**src/design/ntpc_pkg.sv**
```systemverilog
// Shared constants and types for the NTP seconds to calendar converter.
package ntpc_pkg;

    localparam int CFG_INDEX_W = 2;
    localparam int CFG_DATA_W  = 8;

    typedef enum logic [CFG_INDEX_W-1:0] {
        REG_TZ_HOURS   = 2'd0,
        REG_TZ_MINUTES = 2'd1
    } cfg_reg_t;

    localparam logic [4:0]  TZ_HOURS_RESET   = 5'd5;
    localparam logic [5:0]  TZ_MINUTES_RESET = 6'd30;

    localparam logic [2:0]  MODE_SERVER = 3'd4;
    localparam logic [31:0] EPOCH_2013  = 32'd3565987200;
    localparam logic [11:0] BASE_YEAR   = 12'd2013;

    localparam logic [11:0] SEC_PER_HOUR = 12'd3600;
    localparam logic [5:0]  SEC_PER_MIN  = 6'd60;
    localparam logic [8:0]  DAYS_PER_YEAR = 9'd365;
    localparam logic [2:0]  DAYS_PER_WEEK = 3'd7;

    // One day is 128 * 675 seconds: the low seven bits pass straight through.
    localparam logic [9:0]  DAY_SHIFTED = 10'd675;

    // Reciprocals: floor(x / d) == (x * M) >> K over each operand's range.
    localparam logic [26:0] RECIP_675  = 27'd101806633;  // K = 36, x < 2^25
    localparam logic [15:0] RECIP_365  = 16'd45965;      // K = 24, x < 2^16
    localparam logic [16:0] RECIP_7    = 17'd74899;      // K = 19, x < 2^16
    localparam logic [16:0] RECIP_3600 = 17'd74566;      // K = 28, x < 86400
    localparam logic [12:0] RECIP_60   = 13'd4370;       // K = 18, x < 3600

    // First day of each month within a 365-day year.
    localparam logic [8:0] MONTH_START [12] = '{
        9'd0,   9'd31,  9'd59,  9'd90,  9'd120, 9'd151,
        9'd181, 9'd212, 9'd243, 9'd273, 9'd304, 9'd334
    };

endpackage

```
**src/design/ntpc_if.sv**
```systemverilog
// Handshake channel interfaces: timestamp input, calendar output, register writes.
interface ntpc_stamp_if;
    logic        valid;
    logic        ready;
    logic [7:0]  header_byte;
    logic [31:0] ntp_seconds;

    modport source (output valid, output header_byte, output ntp_seconds, input ready);
    modport sink   (input valid, input header_byte, input ntp_seconds, output ready);
endinterface

interface ntpc_date_if;
    logic        valid;
    logic        ready;
    logic        status;
    logic [2:0]  weekday;
    logic [3:0]  month;
    logic [4:0]  day_of_month;
    logic [4:0]  hour;
    logic [5:0]  minute;
    logic [5:0]  second;
    logic [11:0] year;

    modport source (
        output valid, output status, output weekday, output month,
        output day_of_month, output hour, output minute, output second,
        output year, input ready
    );
    modport sink (
        input valid, input status, input weekday, input month,
        input day_of_month, input hour, input minute, input second,
        input year, output ready
    );
endinterface

interface ntpc_cfg_if;
    logic                             valid;
    logic                             ready;
    logic [ntpc_pkg::CFG_INDEX_W-1:0] index;
    logic [ntpc_pkg::CFG_DATA_W-1:0]  data;

    modport source (output valid, output index, output data, input ready);
    modport sink   (input valid, input index, input data, output ready);
endinterface

```
**src/design/ntp_seconds_to_calendar.sv**
```systemverilog
// NTP transmit seconds to calendar fields (2013 epoch, 365-day years).
//
// Each transaction on stamp carries an NTP reply header byte and the transmit
// seconds; exactly one transaction on date follows, in order. The seven-stage
// pipeline takes one timestamp every cycle; a stall on date freezes every
// stage, so stamp stays ready while the last stage is empty or its result is
// being taken. A header whose mode is not server yields status 1 with all
// other fields 0. The time-zone registers (hours at index 0, minutes at
// index 1) are always ready and should be written only while the pipeline
// is empty.
module ntp_seconds_to_calendar (
    input  logic           clk,
    input  logic           rst_n,
    ntpc_stamp_if.sink     stamp,
    ntpc_date_if.source    date,
    ntpc_cfg_if.sink       cfg
);

    logic        en;

    logic [4:0]  tz_hours_reg;
    logic [5:0]  tz_minutes_reg;

    // stage 1: local seconds
    logic        v1_reg, err1_reg;
    logic [31:0] local1_reg, local1_next;
    // stage 2: day count
    logic        v2_reg, err2_reg;
    logic [15:0] days2_reg, days2_next;
    logic [24:0] xhi2_reg;
    logic [6:0]  lo2_reg;
    logic [51:0] p675;
    // stage 3: time of day, year quotient
    logic        v3_reg, err3_reg;
    logic [15:0] days3_reg;
    logic [16:0] tod3_reg, tod3_next;
    logic [7:0]  yq3_reg, yq3_next;
    logic [24:0] rem675;
    logic [31:0] p365;
    // stage 4: day of year, week quotient, hour, year
    logic        v4_reg, err4_reg;
    logic [15:0] days4_reg;
    logic [16:0] tod4_reg;
    logic [8:0]  doy4_reg, doy4_next;
    logic [12:0] wq4_reg, wq4_next;
    logic [4:0]  hour4_reg, hour4_next;
    logic [11:0] year4_reg, year4_next;
    logic [15:0] doy_full;
    logic [32:0] p7;
    logic [33:0] p3600;
    // stage 5: weekday, month, day of month, seconds of hour
    logic        v5_reg, err5_reg;
    logic [2:0]  weekday5_reg, weekday5_next;
    logic [3:0]  month5_reg, month5_next;
    logic [4:0]  dom5_reg, dom5_next;
    logic [4:0]  hour5_reg;
    logic [11:0] year5_reg;
    logic [11:0] mos5_reg, mos5_next;
    logic [15:0] wk_full;
    logic [16:0] mos_full;
    logic [8:0]  dom_full;
    // stage 6: minute
    logic        v6_reg, err6_reg;
    logic [2:0]  weekday6_reg;
    logic [3:0]  month6_reg;
    logic [4:0]  dom6_reg;
    logic [4:0]  hour6_reg;
    logic [11:0] year6_reg;
    logic [11:0] mos6_reg;
    logic [5:0]  minute6_reg, minute6_next;
    logic [24:0] p60;
    // stage 7: output
    logic        v7_reg;
    logic        status7_reg;
    logic [2:0]  weekday7_reg;
    logic [3:0]  month7_reg;
    logic [4:0]  dom7_reg;
    logic [4:0]  hour7_reg;
    logic [5:0]  minute7_reg;
    logic [5:0]  second7_reg, second7_next;
    logic [11:0] year7_reg;
    logic [11:0] sec_full;

    assign en          = !v7_reg || date.ready;
    assign stamp.ready = en;
    assign cfg.ready   = 1'b1;

    // configuration registers
    always_ff @(posedge clk or negedge rst_n)
    begin
        if (!rst_n)
        begin
            tz_hours_reg   <= ntpc_pkg::TZ_HOURS_RESET;
            tz_minutes_reg <= ntpc_pkg::TZ_MINUTES_RESET;
        end
        else if (cfg.valid)
        begin
            case (cfg.index)
                ntpc_pkg::REG_TZ_HOURS:   tz_hours_reg   <= cfg.data[4:0];
                ntpc_pkg::REG_TZ_MINUTES: tz_minutes_reg <= cfg.data[5:0];
                default: ;
            endcase
        end
    end

    // datapath, one stage at a time
    always_comb
    begin
        local1_next = stamp.ntp_seconds - ntpc_pkg::EPOCH_2013
                    + 32'(17'(tz_hours_reg) * 17'(ntpc_pkg::SEC_PER_HOUR))
                    + 32'(12'(tz_minutes_reg) * 12'(ntpc_pkg::SEC_PER_MIN));

        p675       = 52'(local1_reg[31:7]) * 52'(ntpc_pkg::RECIP_675);
        days2_next = p675[51:36];

        rem675    = xhi2_reg - 25'(26'(days2_reg) * 26'(ntpc_pkg::DAY_SHIFTED));
        tod3_next = {rem675[9:0], lo2_reg};
        p365      = 32'(days2_reg) * 32'(ntpc_pkg::RECIP_365);
        yq3_next  = p365[31:24];

        doy_full   = days3_reg - 16'(16'(yq3_reg) * 16'(ntpc_pkg::DAYS_PER_YEAR));
        doy4_next  = doy_full[8:0];
        p7         = 33'(days3_reg) * 33'(ntpc_pkg::RECIP_7);
        wq4_next   = p7[31:19];
        p3600      = 34'(tod3_reg) * 34'(ntpc_pkg::RECIP_3600);
        hour4_next = p3600[32:28];
        year4_next = ntpc_pkg::BASE_YEAR + 12'(yq3_reg);

        wk_full       = days4_reg - 16'(16'(wq4_reg) * 16'(ntpc_pkg::DAYS_PER_WEEK));
        weekday5_next = wk_full[2:0];
        month5_next   = 4'd0;
        for (int i = 1; i < 12; i++)
        begin
            if (doy4_reg >= ntpc_pkg::MONTH_START[i])
                month5_next = 4'(i);
        end
        dom_full  = doy4_reg - ntpc_pkg::MONTH_START[month5_next] + 9'd1;
        dom5_next = dom_full[4:0];
        mos_full  = tod4_reg - 17'(17'(hour4_reg) * 17'(ntpc_pkg::SEC_PER_HOUR));
        mos5_next = mos_full[11:0];

        p60          = 25'(mos5_reg) * 25'(ntpc_pkg::RECIP_60);
        minute6_next = p60[23:18];

        sec_full     = mos6_reg - 12'(12'(minute6_reg) * 12'(ntpc_pkg::SEC_PER_MIN));
        second7_next = sec_full[5:0];
    end

    // valid bits
    always_ff @(posedge clk or negedge rst_n)
    begin
        if (!rst_n)
        begin
            v1_reg <= 1'b0;
            v2_reg <= 1'b0;
            v3_reg <= 1'b0;
            v4_reg <= 1'b0;
            v5_reg <= 1'b0;
            v6_reg <= 1'b0;
            v7_reg <= 1'b0;
        end
        else if (en)
        begin
            v1_reg <= stamp.valid;
            v2_reg <= v1_reg;
            v3_reg <= v2_reg;
            v4_reg <= v3_reg;
            v5_reg <= v4_reg;
            v6_reg <= v5_reg;
            v7_reg <= v6_reg;
        end
    end

    // payload; hold everything while the output is stalled
    always_ff @(posedge clk)
    begin
        if (en)
        begin
            err1_reg   <= stamp.header_byte[2:0] != ntpc_pkg::MODE_SERVER;
            local1_reg <= local1_next;

            err2_reg  <= err1_reg;
            days2_reg <= days2_next;
            xhi2_reg  <= local1_reg[31:7];
            lo2_reg   <= local1_reg[6:0];

            err3_reg  <= err2_reg;
            days3_reg <= days2_reg;
            tod3_reg  <= tod3_next;
            yq3_reg   <= yq3_next;

            err4_reg  <= err3_reg;
            days4_reg <= days3_reg;
            tod4_reg  <= tod3_reg;
            doy4_reg  <= doy4_next;
            wq4_reg   <= wq4_next;
            hour4_reg <= hour4_next;
            year4_reg <= year4_next;

            err5_reg     <= err4_reg;
            weekday5_reg <= weekday5_next;
            month5_reg   <= month5_next;
            dom5_reg     <= dom5_next;
            hour5_reg    <= hour4_reg;
            year5_reg    <= year4_reg;
            mos5_reg     <= mos5_next;

            err6_reg     <= err5_reg;
            weekday6_reg <= weekday5_reg;
            month6_reg   <= month5_reg;
            dom6_reg     <= dom5_reg;
            hour6_reg    <= hour5_reg;
            year6_reg    <= year5_reg;
            mos6_reg     <= mos5_reg;
            minute6_reg  <= minute6_next;

            // zero every field of a rejected header
            status7_reg  <= err6_reg;
            weekday7_reg <= err6_reg ? 3'd0  : weekday6_reg;
            month7_reg   <= err6_reg ? 4'd0  : month6_reg;
            dom7_reg     <= err6_reg ? 5'd0  : dom6_reg;
            hour7_reg    <= err6_reg ? 5'd0  : hour6_reg;
            minute7_reg  <= err6_reg ? 6'd0  : minute6_reg;
            second7_reg  <= err6_reg ? 6'd0  : second7_next;
            year7_reg    <= err6_reg ? 12'd0 : year6_reg;
        end
    end

    assign date.valid        = v7_reg;
    assign date.status       = status7_reg;
    assign date.weekday      = weekday7_reg;
    assign date.month        = month7_reg;
    assign date.day_of_month = dom7_reg;
    assign date.hour         = hour7_reg;
    assign date.minute       = minute7_reg;
    assign date.second       = second7_reg;
    assign date.year         = year7_reg;

    a_err_fields_zero: assert property (@(posedge clk) disable iff (!rst_n)
        date.valid && date.status |->
            date.weekday == 3'd0 && date.month == 4'd0 && date.day_of_month == 5'd0 &&
            date.hour == 5'd0 && date.minute == 6'd0 && date.second == 6'd0 &&
            date.year == 12'd0)
        else $error("rejected header produced nonzero fields");

    a_ok_fields_range: assert property (@(posedge clk) disable iff (!rst_n)
        date.valid && !date.status |->
            date.weekday <= 3'd6 && date.month <= 4'd11 && date.day_of_month >= 5'd1 &&
            date.hour <= 5'd23 && date.minute <= 6'd59 && date.second <= 6'd59 &&
            date.year >= ntpc_pkg::BASE_YEAR)
        else $error("calendar field out of range");

    a_stall_freezes: assert property (@(posedge clk) disable iff (!rst_n)
        !en |=> $stable({v1_reg, v2_reg, v3_reg, v4_reg, v5_reg, v6_reg, v7_reg}))
        else $error("pipeline valids moved during a stall");

endmodule
```
**src/flat_wrapper.sv**
```systemverilog
// flat-port wrapper written by rule: the top's interface ports become plain ports
module ntp_seconds_to_calendar_flat 
  (clk, rst_n, stamp_valid, stamp_header_byte, stamp_ntp_seconds, stamp_ready, date_valid, date_status, date_weekday, date_month, date_day_of_month, date_hour, date_minute, date_second, date_year, date_ready, cfg_valid, cfg_index, cfg_data, cfg_ready);
  ntpc_stamp_if stamp_i ();
  ntpc_date_if date_i ();
  ntpc_cfg_if cfg_i ();
  input  logic clk;
  input  logic rst_n;
  input wire logic [$bits(stamp_i.valid)-1:0] stamp_valid;
  input wire logic [$bits(stamp_i.header_byte)-1:0] stamp_header_byte;
  input wire logic [$bits(stamp_i.ntp_seconds)-1:0] stamp_ntp_seconds;
  output wire logic [$bits(stamp_i.ready)-1:0] stamp_ready;
  output wire logic [$bits(date_i.valid)-1:0] date_valid;
  output wire logic [$bits(date_i.status)-1:0] date_status;
  output wire logic [$bits(date_i.weekday)-1:0] date_weekday;
  output wire logic [$bits(date_i.month)-1:0] date_month;
  output wire logic [$bits(date_i.day_of_month)-1:0] date_day_of_month;
  output wire logic [$bits(date_i.hour)-1:0] date_hour;
  output wire logic [$bits(date_i.minute)-1:0] date_minute;
  output wire logic [$bits(date_i.second)-1:0] date_second;
  output wire logic [$bits(date_i.year)-1:0] date_year;
  input wire logic [$bits(date_i.ready)-1:0] date_ready;
  input wire logic [$bits(cfg_i.valid)-1:0] cfg_valid;
  input wire logic [$bits(cfg_i.index)-1:0] cfg_index;
  input wire logic [$bits(cfg_i.data)-1:0] cfg_data;
  output wire logic [$bits(cfg_i.ready)-1:0] cfg_ready;
  assign stamp_i.valid = stamp_valid;
  assign stamp_i.header_byte = stamp_header_byte;
  assign stamp_i.ntp_seconds = stamp_ntp_seconds;
  assign stamp_ready = stamp_i.ready;
  assign date_valid = date_i.valid;
  assign date_status = date_i.status;
  assign date_weekday = date_i.weekday;
  assign date_month = date_i.month;
  assign date_day_of_month = date_i.day_of_month;
  assign date_hour = date_i.hour;
  assign date_minute = date_i.minute;
  assign date_second = date_i.second;
  assign date_year = date_i.year;
  assign date_i.ready = date_ready;
  assign cfg_i.valid = cfg_valid;
  assign cfg_i.index = cfg_index;
  assign cfg_i.data = cfg_data;
  assign cfg_ready = cfg_i.ready;
  ntp_seconds_to_calendar u_core (.clk(clk), .rst_n(rst_n), .stamp(stamp_i), .date(date_i), .cfg(cfg_i));
endmodule
```
**config.mk**
```make
export PLATFORM = sky130hd
export DESIGN_NAME = ntp_seconds_to_calendar_flat
export DESIGN_NICKNAME = d
export VERILOG_FILES = /design/src/design/ntpc_pkg.sv /design/src/design/ntpc_if.sv /design/src/design/ntp_seconds_to_calendar.sv /design/src/flat_wrapper.sv
export SDC_FILE = /design/constraint.sdc
export NUM_CORES = 2
export LEC_CHECK = 0
export ABC_AREA = 1
export BUFFER_PORTS_ARGS = -buffer_cell sky130_fd_sc_hd__buf_2
export CORE_ASPECT_RATIO = 0.6
export CORE_MARGIN = 10
export CORE_UTILIZATION = 45
export CTS_BUF_LIST = sky130_fd_sc_hd__clkbuf_8 sky130_fd_sc_hd__clkbuf_16
export DETAILED_ROUTE_END_ITERATION = 16
export SKIP_LAST_GASP = 1
export SYNTH_ARGS = -nofsm -noshare
export SYNTH_HDL_FRONTEND = slang
export SYNTH_SLANG_ARGS = --single-unit
```
**constraint.sdc**
```tcl
create_clock -name clk -period 17.8 [get_ports clk]
set_input_delay 3.56 -clock clk [delete_from_list [all_inputs] [get_ports clk]]
set_output_delay 3.56 -clock clk [all_outputs]
set_load 0.005 [all_outputs]
```
Yosys cells after proc, flatten, opt, wreduce, memory -nomap -nowiden
Memory sizes are Yosys's and may differ from the RTL's.
Index checks and enable logic that the tools add are counted.
{ "word_totals": {"regBits": 308, "rom_bits": 144, "word_cells": 106, "memories": 1} }
{ "mem_list": {"columns": ["name", "depth", "word_bits", "read_ports", "rd_ports_with_merged_regs", "wr", "line", "source"], "rows": [
  ["(no name shown)", 16, 9, 1, 0, 0, "ntp_seconds_to_calendar.sv:137", "dom_full = doy4_reg - ntpc_pkg::MONTH_START[month5_next] + 9'd1;"]
]} }
{ "classes": {"addsub": 11, "multipliers": 12, "order_cmp": 12, "eq_ne": 2, "n_mux": 13, "bitwise": 1, "reduce_logical": 5} }
{ "op_table": {"columns": ["op", "count"], "rows": [
  ["multiplier 25 x 27 -> 52 bit (second input constant)", 1],
  ["greater-or-equal comparator 9 x 8 -> 1 bit (second input constant)", 4],
  ["adder 32 x 12 -> 32 bit", 1],
  ["adder 32 x 17 -> 32 bit", 1],
  ["multiplier 16 x 16 -> 32 bit (second input constant)", 1],
  ["multiplier 16 x 17 -> 32 bit (second input constant)", 1],
  ["multiplier 17 x 16 -> 32 bit (second input constant)", 1],
  ["subtractor 32 bit (second input constant)", 1],
  ["greater-or-equal comparator 9 bit (second input constant)", 3],
  ["multiplier 12 x 12 -> 23 bit (second input constant)", 1],
  ["greater-or-equal comparator 9 x 7 -> 1 bit (second input constant)", 2],
  ["multiplier 16 x 10 -> 10 bit (second input constant)", 1],
  ["2-to-1 mux 4 bit", 4],
  ["multiplier 13 x 3 -> 3 bit (second input constant)", 1],
  ["multiplier 5 x 8 -> 13 bit (second input constant)", 1],
  ["adder 11 x 8 -> 12 bit (first input constant)", 1],
  ["2-to-1 mux 3 bit", 4],
  ["subtractor 12 bit", 1],
  ["multiplier 6 x 4 -> 10 bit (second input constant)", 1],
  ["2-to-1 mux 5 bit", 2],
  ["subtractor 10 bit", 1],
  ["greater-or-equal comparator 9 x 5 -> 1 bit (second input constant)", 1],
  ["greater-or-equal comparator 9 x 6 -> 1 bit (second input constant)", 1],
  ["multiplier 8 x 9 -> 9 bit (second input constant)", 1],
  ["17 further kinds", 19]
]} }

Logic depth before layout (Yosys ltp)
{ "logic_depth": {"word_depth": 18, "mapped_depth": 28} }

Worst setup path before layout
Ideal clock, no wire load.
{ "synth_timing": {"path_kind": "input -> output", "start": "input port date_ready", "end": "output port stamp_ready", "arrival_time_ns": 11.455, "required_time_ns": 14.240, "setup_slack_ns": 2.785, "cell_stages": 3, "n_path_buf": 1, "cell_sequence": "inv_1 nand2_1 clkbuf_1"} }
{ "synth_between": {"elab_chain_cells": 1} }
{ "synth_lines": {"columns": ["element", "line", "source"], "rows": [
  ["start, declared", "flat_wrapper.sv:22", "input wire logic [$bits(date_i.ready)-1:0] date_ready;"],
  ["logical OR 1 bit", "ntp_seconds_to_calendar.sv:84", "assign en = !v7_reg || date.ready;"],
  ["end, declared", "flat_wrapper.sv:12", "output wire logic [$bits(stamp_i.ready)-1:0] stamp_ready;"]
]} }
Every way passes these cells.

Worst setup path in the final report
Ends and elaborated chain as after synthesis.

==> run summary <==
Status -> finished clean
Routability cong. -> 0.938
Area delta synth->final -> 7.48%
Nets@finish -> 5548
Initial core utilization -> 45.3%
Yosys cell types -> 54
Critical Path End Type -> output port
Antenna-violating nets left -> 0
Dominant synthesized flop cell -> edfxtp_1
Max Clk Rate -> 129 MHz
Post-Synth XOR/XNOR Area -> 3.17%
Wire per inst -> 17.2 um
Clock Tree Root -> clkbuf_16
Slew at the pin with the worst max-slew slack -> 983 ps
Global-route wire length before repair -> 150 mm
Postcts setup bufs -> 0
Sum Neg Setup Slack -> 0 ps
HPWL Detailed -> 77.9 mm
Multi-input logic area -> 0.0269 mm2
Post-CTS Hold Buffers -> 0
Worst EP arrival -> 4200 ps
Vias in the first global route -> 26800
Placed Cells -> 5309
TritonCTS Buffers -> 31
CTS tree -> built
Final min period -> 7760 ps
Synth warnings -> 0
Final setup viols -> 0
Max reg flops -> 32
Worst-path fanout max -> 16
All-layer global routing usage -> 18.7%
# DRC -> 0
H-tree depth -> 1
Crit. Startpoint -> date_ready
Final cycle utilization of the critical path -> 43.6%
Largest family of logic cells by synthesized area -> adder cells
DR vias/cell -> 5.00
Row cnt -> 84
Routed WL -> 92.3 mm
Initial antenna violation count -> 0
Top-area cell type share of the netlist area -> 28.0%
Worst-path clk slew -> 60 ps
Cell count after synthesis -> 4056
CTS Sinks -> 298
Syn Nets -> 5423
Number of synthesized register bits -> 298
Worst min-delay path category -> reg -> reg
FF/Latch Area -> 0.00887 mm2
RSZ-0062 raised after global routing -> false
Clk_lat worst skew -> 620 ps
Clk_skew -> 20.5 ps
Max Slew Vio Count -> 0
Reg-to-Reg Start -> u_core.local1_reg[24]
Critical Path RT -> 14240 ps
DIE AREA -> 0.101 mm2
Mux cell area share after synthesis -> 0.0285%
Adder-cell share of the synthesized area -> 49.6%
CP startpoint kind -> input pin
Worst setup path end -> stamp_ready
Critical setup path kind -> in -> out
Yosys top cell by area -> ha_1
Drt initial violations -> 1802
Sequential share of the synthesized area -> 22.4%
Reg-to-reg slack, setup -> 11080 ps
Post-Syn Area -> 0.0396 mm2
Asr flop ratio synth -> 6.04%
PostCTS Resize Cnt -> 0
Final Util -> 48.7%
Post-synth EDFFs -> 280
Maxcap violations -> 0
Max Root-Sink Buffers -> 3
Io pins -> 100
Worst relative slew slack -> 34.5%
ANT cells -> 0
Reg2reg path depth -> 21
Syn avg cell area -> 9.75 um2
Count leader, synth -> inv_1
Leading cell types by count after synthesis -> inv_1 (1003), ha_1 (885), fa_1 (427)
1st-pass router iterations -> 5
Post-Synth Simple-Gate Area -> 8.90%
Die Ht -> 250 um
FILL cells -> 8174
DR vias -> 26800
Synth area leaders -> ha_1 (28%), fa_1 (22%), edfxtp_1 (21%)
Largest net degree at the start of global routing -> 137
Final Non-Filler Cells -> 5366
Reg2reg end -> u_core.days2_reg[8]
IO Port Bufs -> 91
Die Width -> 403 um
Global route overflow -> 0
Post-synthesis compound-gate area fraction -> 6.19%
Share of layout cells above drive strength 1 -> 4.21%
Final Hold Viols -> 0
Core Area -> 0.0873 mm2
-- routing by layer --
metal  global-route usage, %  part of all wire [%]
met4                    1.59                  0.72
met2                    23.8                    35
met1                    31.3                    56
met3                    4.79                   8.4
met5                       0                     0
-- worst min-delay path by stage --
stage          cells past startpoint              endpoint                  from
2_1_floorplan                      0    u_core.dom6_reg[0]    u_core.dom5_reg[0]
3_3_place_gp                       0   u_core.hour6_reg[4]   u_core.hour5_reg[4]
3_5_place_dp                       0       u_core.err5_reg       u_core.err4_reg
4_1_cts                            0   u_core.hour6_reg[1]   u_core.hour5_reg[1]
5_1_grt                            0  u_core.month6_reg[1]  u_core.month5_reg[1]
6_report                           0       u_core.err5_reg       u_core.err4_reg
-- metrics by stage --
| step | hold slack, ps | worst slack (ps) | cell area [um2] |
|---|---|---|---|
| finish | 418 | 10040 | 42500 |
| global route | 425 | 10010 | 42500 |
| CTS | 420 | 10050 | 42500 |
| detailed placement | 405 | 10040 | 41500 |
| global placement | 401 | 10050 | 41500 |
| floorplan | 400 | 2780 | 39600 |
-- cells in the final DEF, fill, tap and decap left out, types with 3 or more instances in the layout --
| cell | netlist | routed |
|---|---|---|
| a211oi_1 | 3 | 3 |
| inv_2 | 3 | 3 |
| dfrtp_1 | 12 | 12 |
| nand3b_1 | 4 | 4 |
| a31oi_1 | 14 | 14 |
| o21ai_0 | 130 | 130 |
| buf_4 | 1 | 10 |
| bufinv_16 | 0 | 3 |
| nor2_1 | 252 | 252 |
| o21a_1 | 5 | 5 |
| ha_1 | 885 | 885 |
| clkinv_2 | 0 | 5 |
| or2_2 | 4 | 4 |
| inv_1 | 1003 | 1009 |
| edfxtp_1 | 280 | 280 |
| o211ai_1 | 9 | 9 |
| o221ai_1 | 3 | 3 |
| a21o_1 | 19 | 19 |
| nor4_1 | 11 | 11 |
| inv_6 | 0 | 3 |
| dfstp_2 | 6 | 6 |
| clkinv_1 | 0 | 5 |
| xor2_1 | 87 | 87 |
| o31ai_1 | 6 | 6 |
| o311ai_0 | 4 | 4 |
| o21ai_1 | 3 | 3 |
| xnor2_1 | 56 | 56 |
| nand3_1 | 95 | 95 |
| nand4_1 | 23 | 23 |
| a21oi_1 | 196 | 196 |
| o21ai_2 | 3 | 3 |
| a21boi_0 | 12 | 12 |
| clkbuf_16 | 0 | 31 |
| nand2_1 | 423 | 422 |
| buf_2 | 0 | 91 |
| o2111ai_1 | 3 | 3 |
| o21bai_1 | 12 | 12 |
| nor3_1 | 31 | 31 |
| fa_1 | 427 | 427 |
-- area by class of cell --
cell class / count / share of cell area [%]
Clock inverter: 26 / 0.541
Multi-Input combinational cell: 2742 / 63.2
Clock buffer: 31 / 1.82
Inverter: 1006 / 8.88
Timing Repair Buffer: 102 / 1.29
Tap cell: 1161 / 3.42
Sequential cell: 298 / 20.9
-- critical path, cell delays in order --
cell     delay, ps
buf_2           90
inv_1           80
nand2_4        200
buf_2          230
-- cells by family (layout without fill, tap and decap cells) --
| logic type | Yosys count | after routing |
|---|---|---|
| adder cells (fa/ha/maj) | 1312 | 1312 |
| flip-flops | 298 | 298 |
| multiplexers | 1 | 1 |
| XOR/XNOR | 143 | 143 |
| other | 1 | 1 |
| AO/OA/AOI/OAI | 432 | 432 |
| AND/OR/NAND/NOR | 853 | 853 |
| buffers and inverters | 1016 | 1165 |
Power is not shown: default switching activity piles up to over one toggle a cycle in this logic, so the estimate is an artifact.
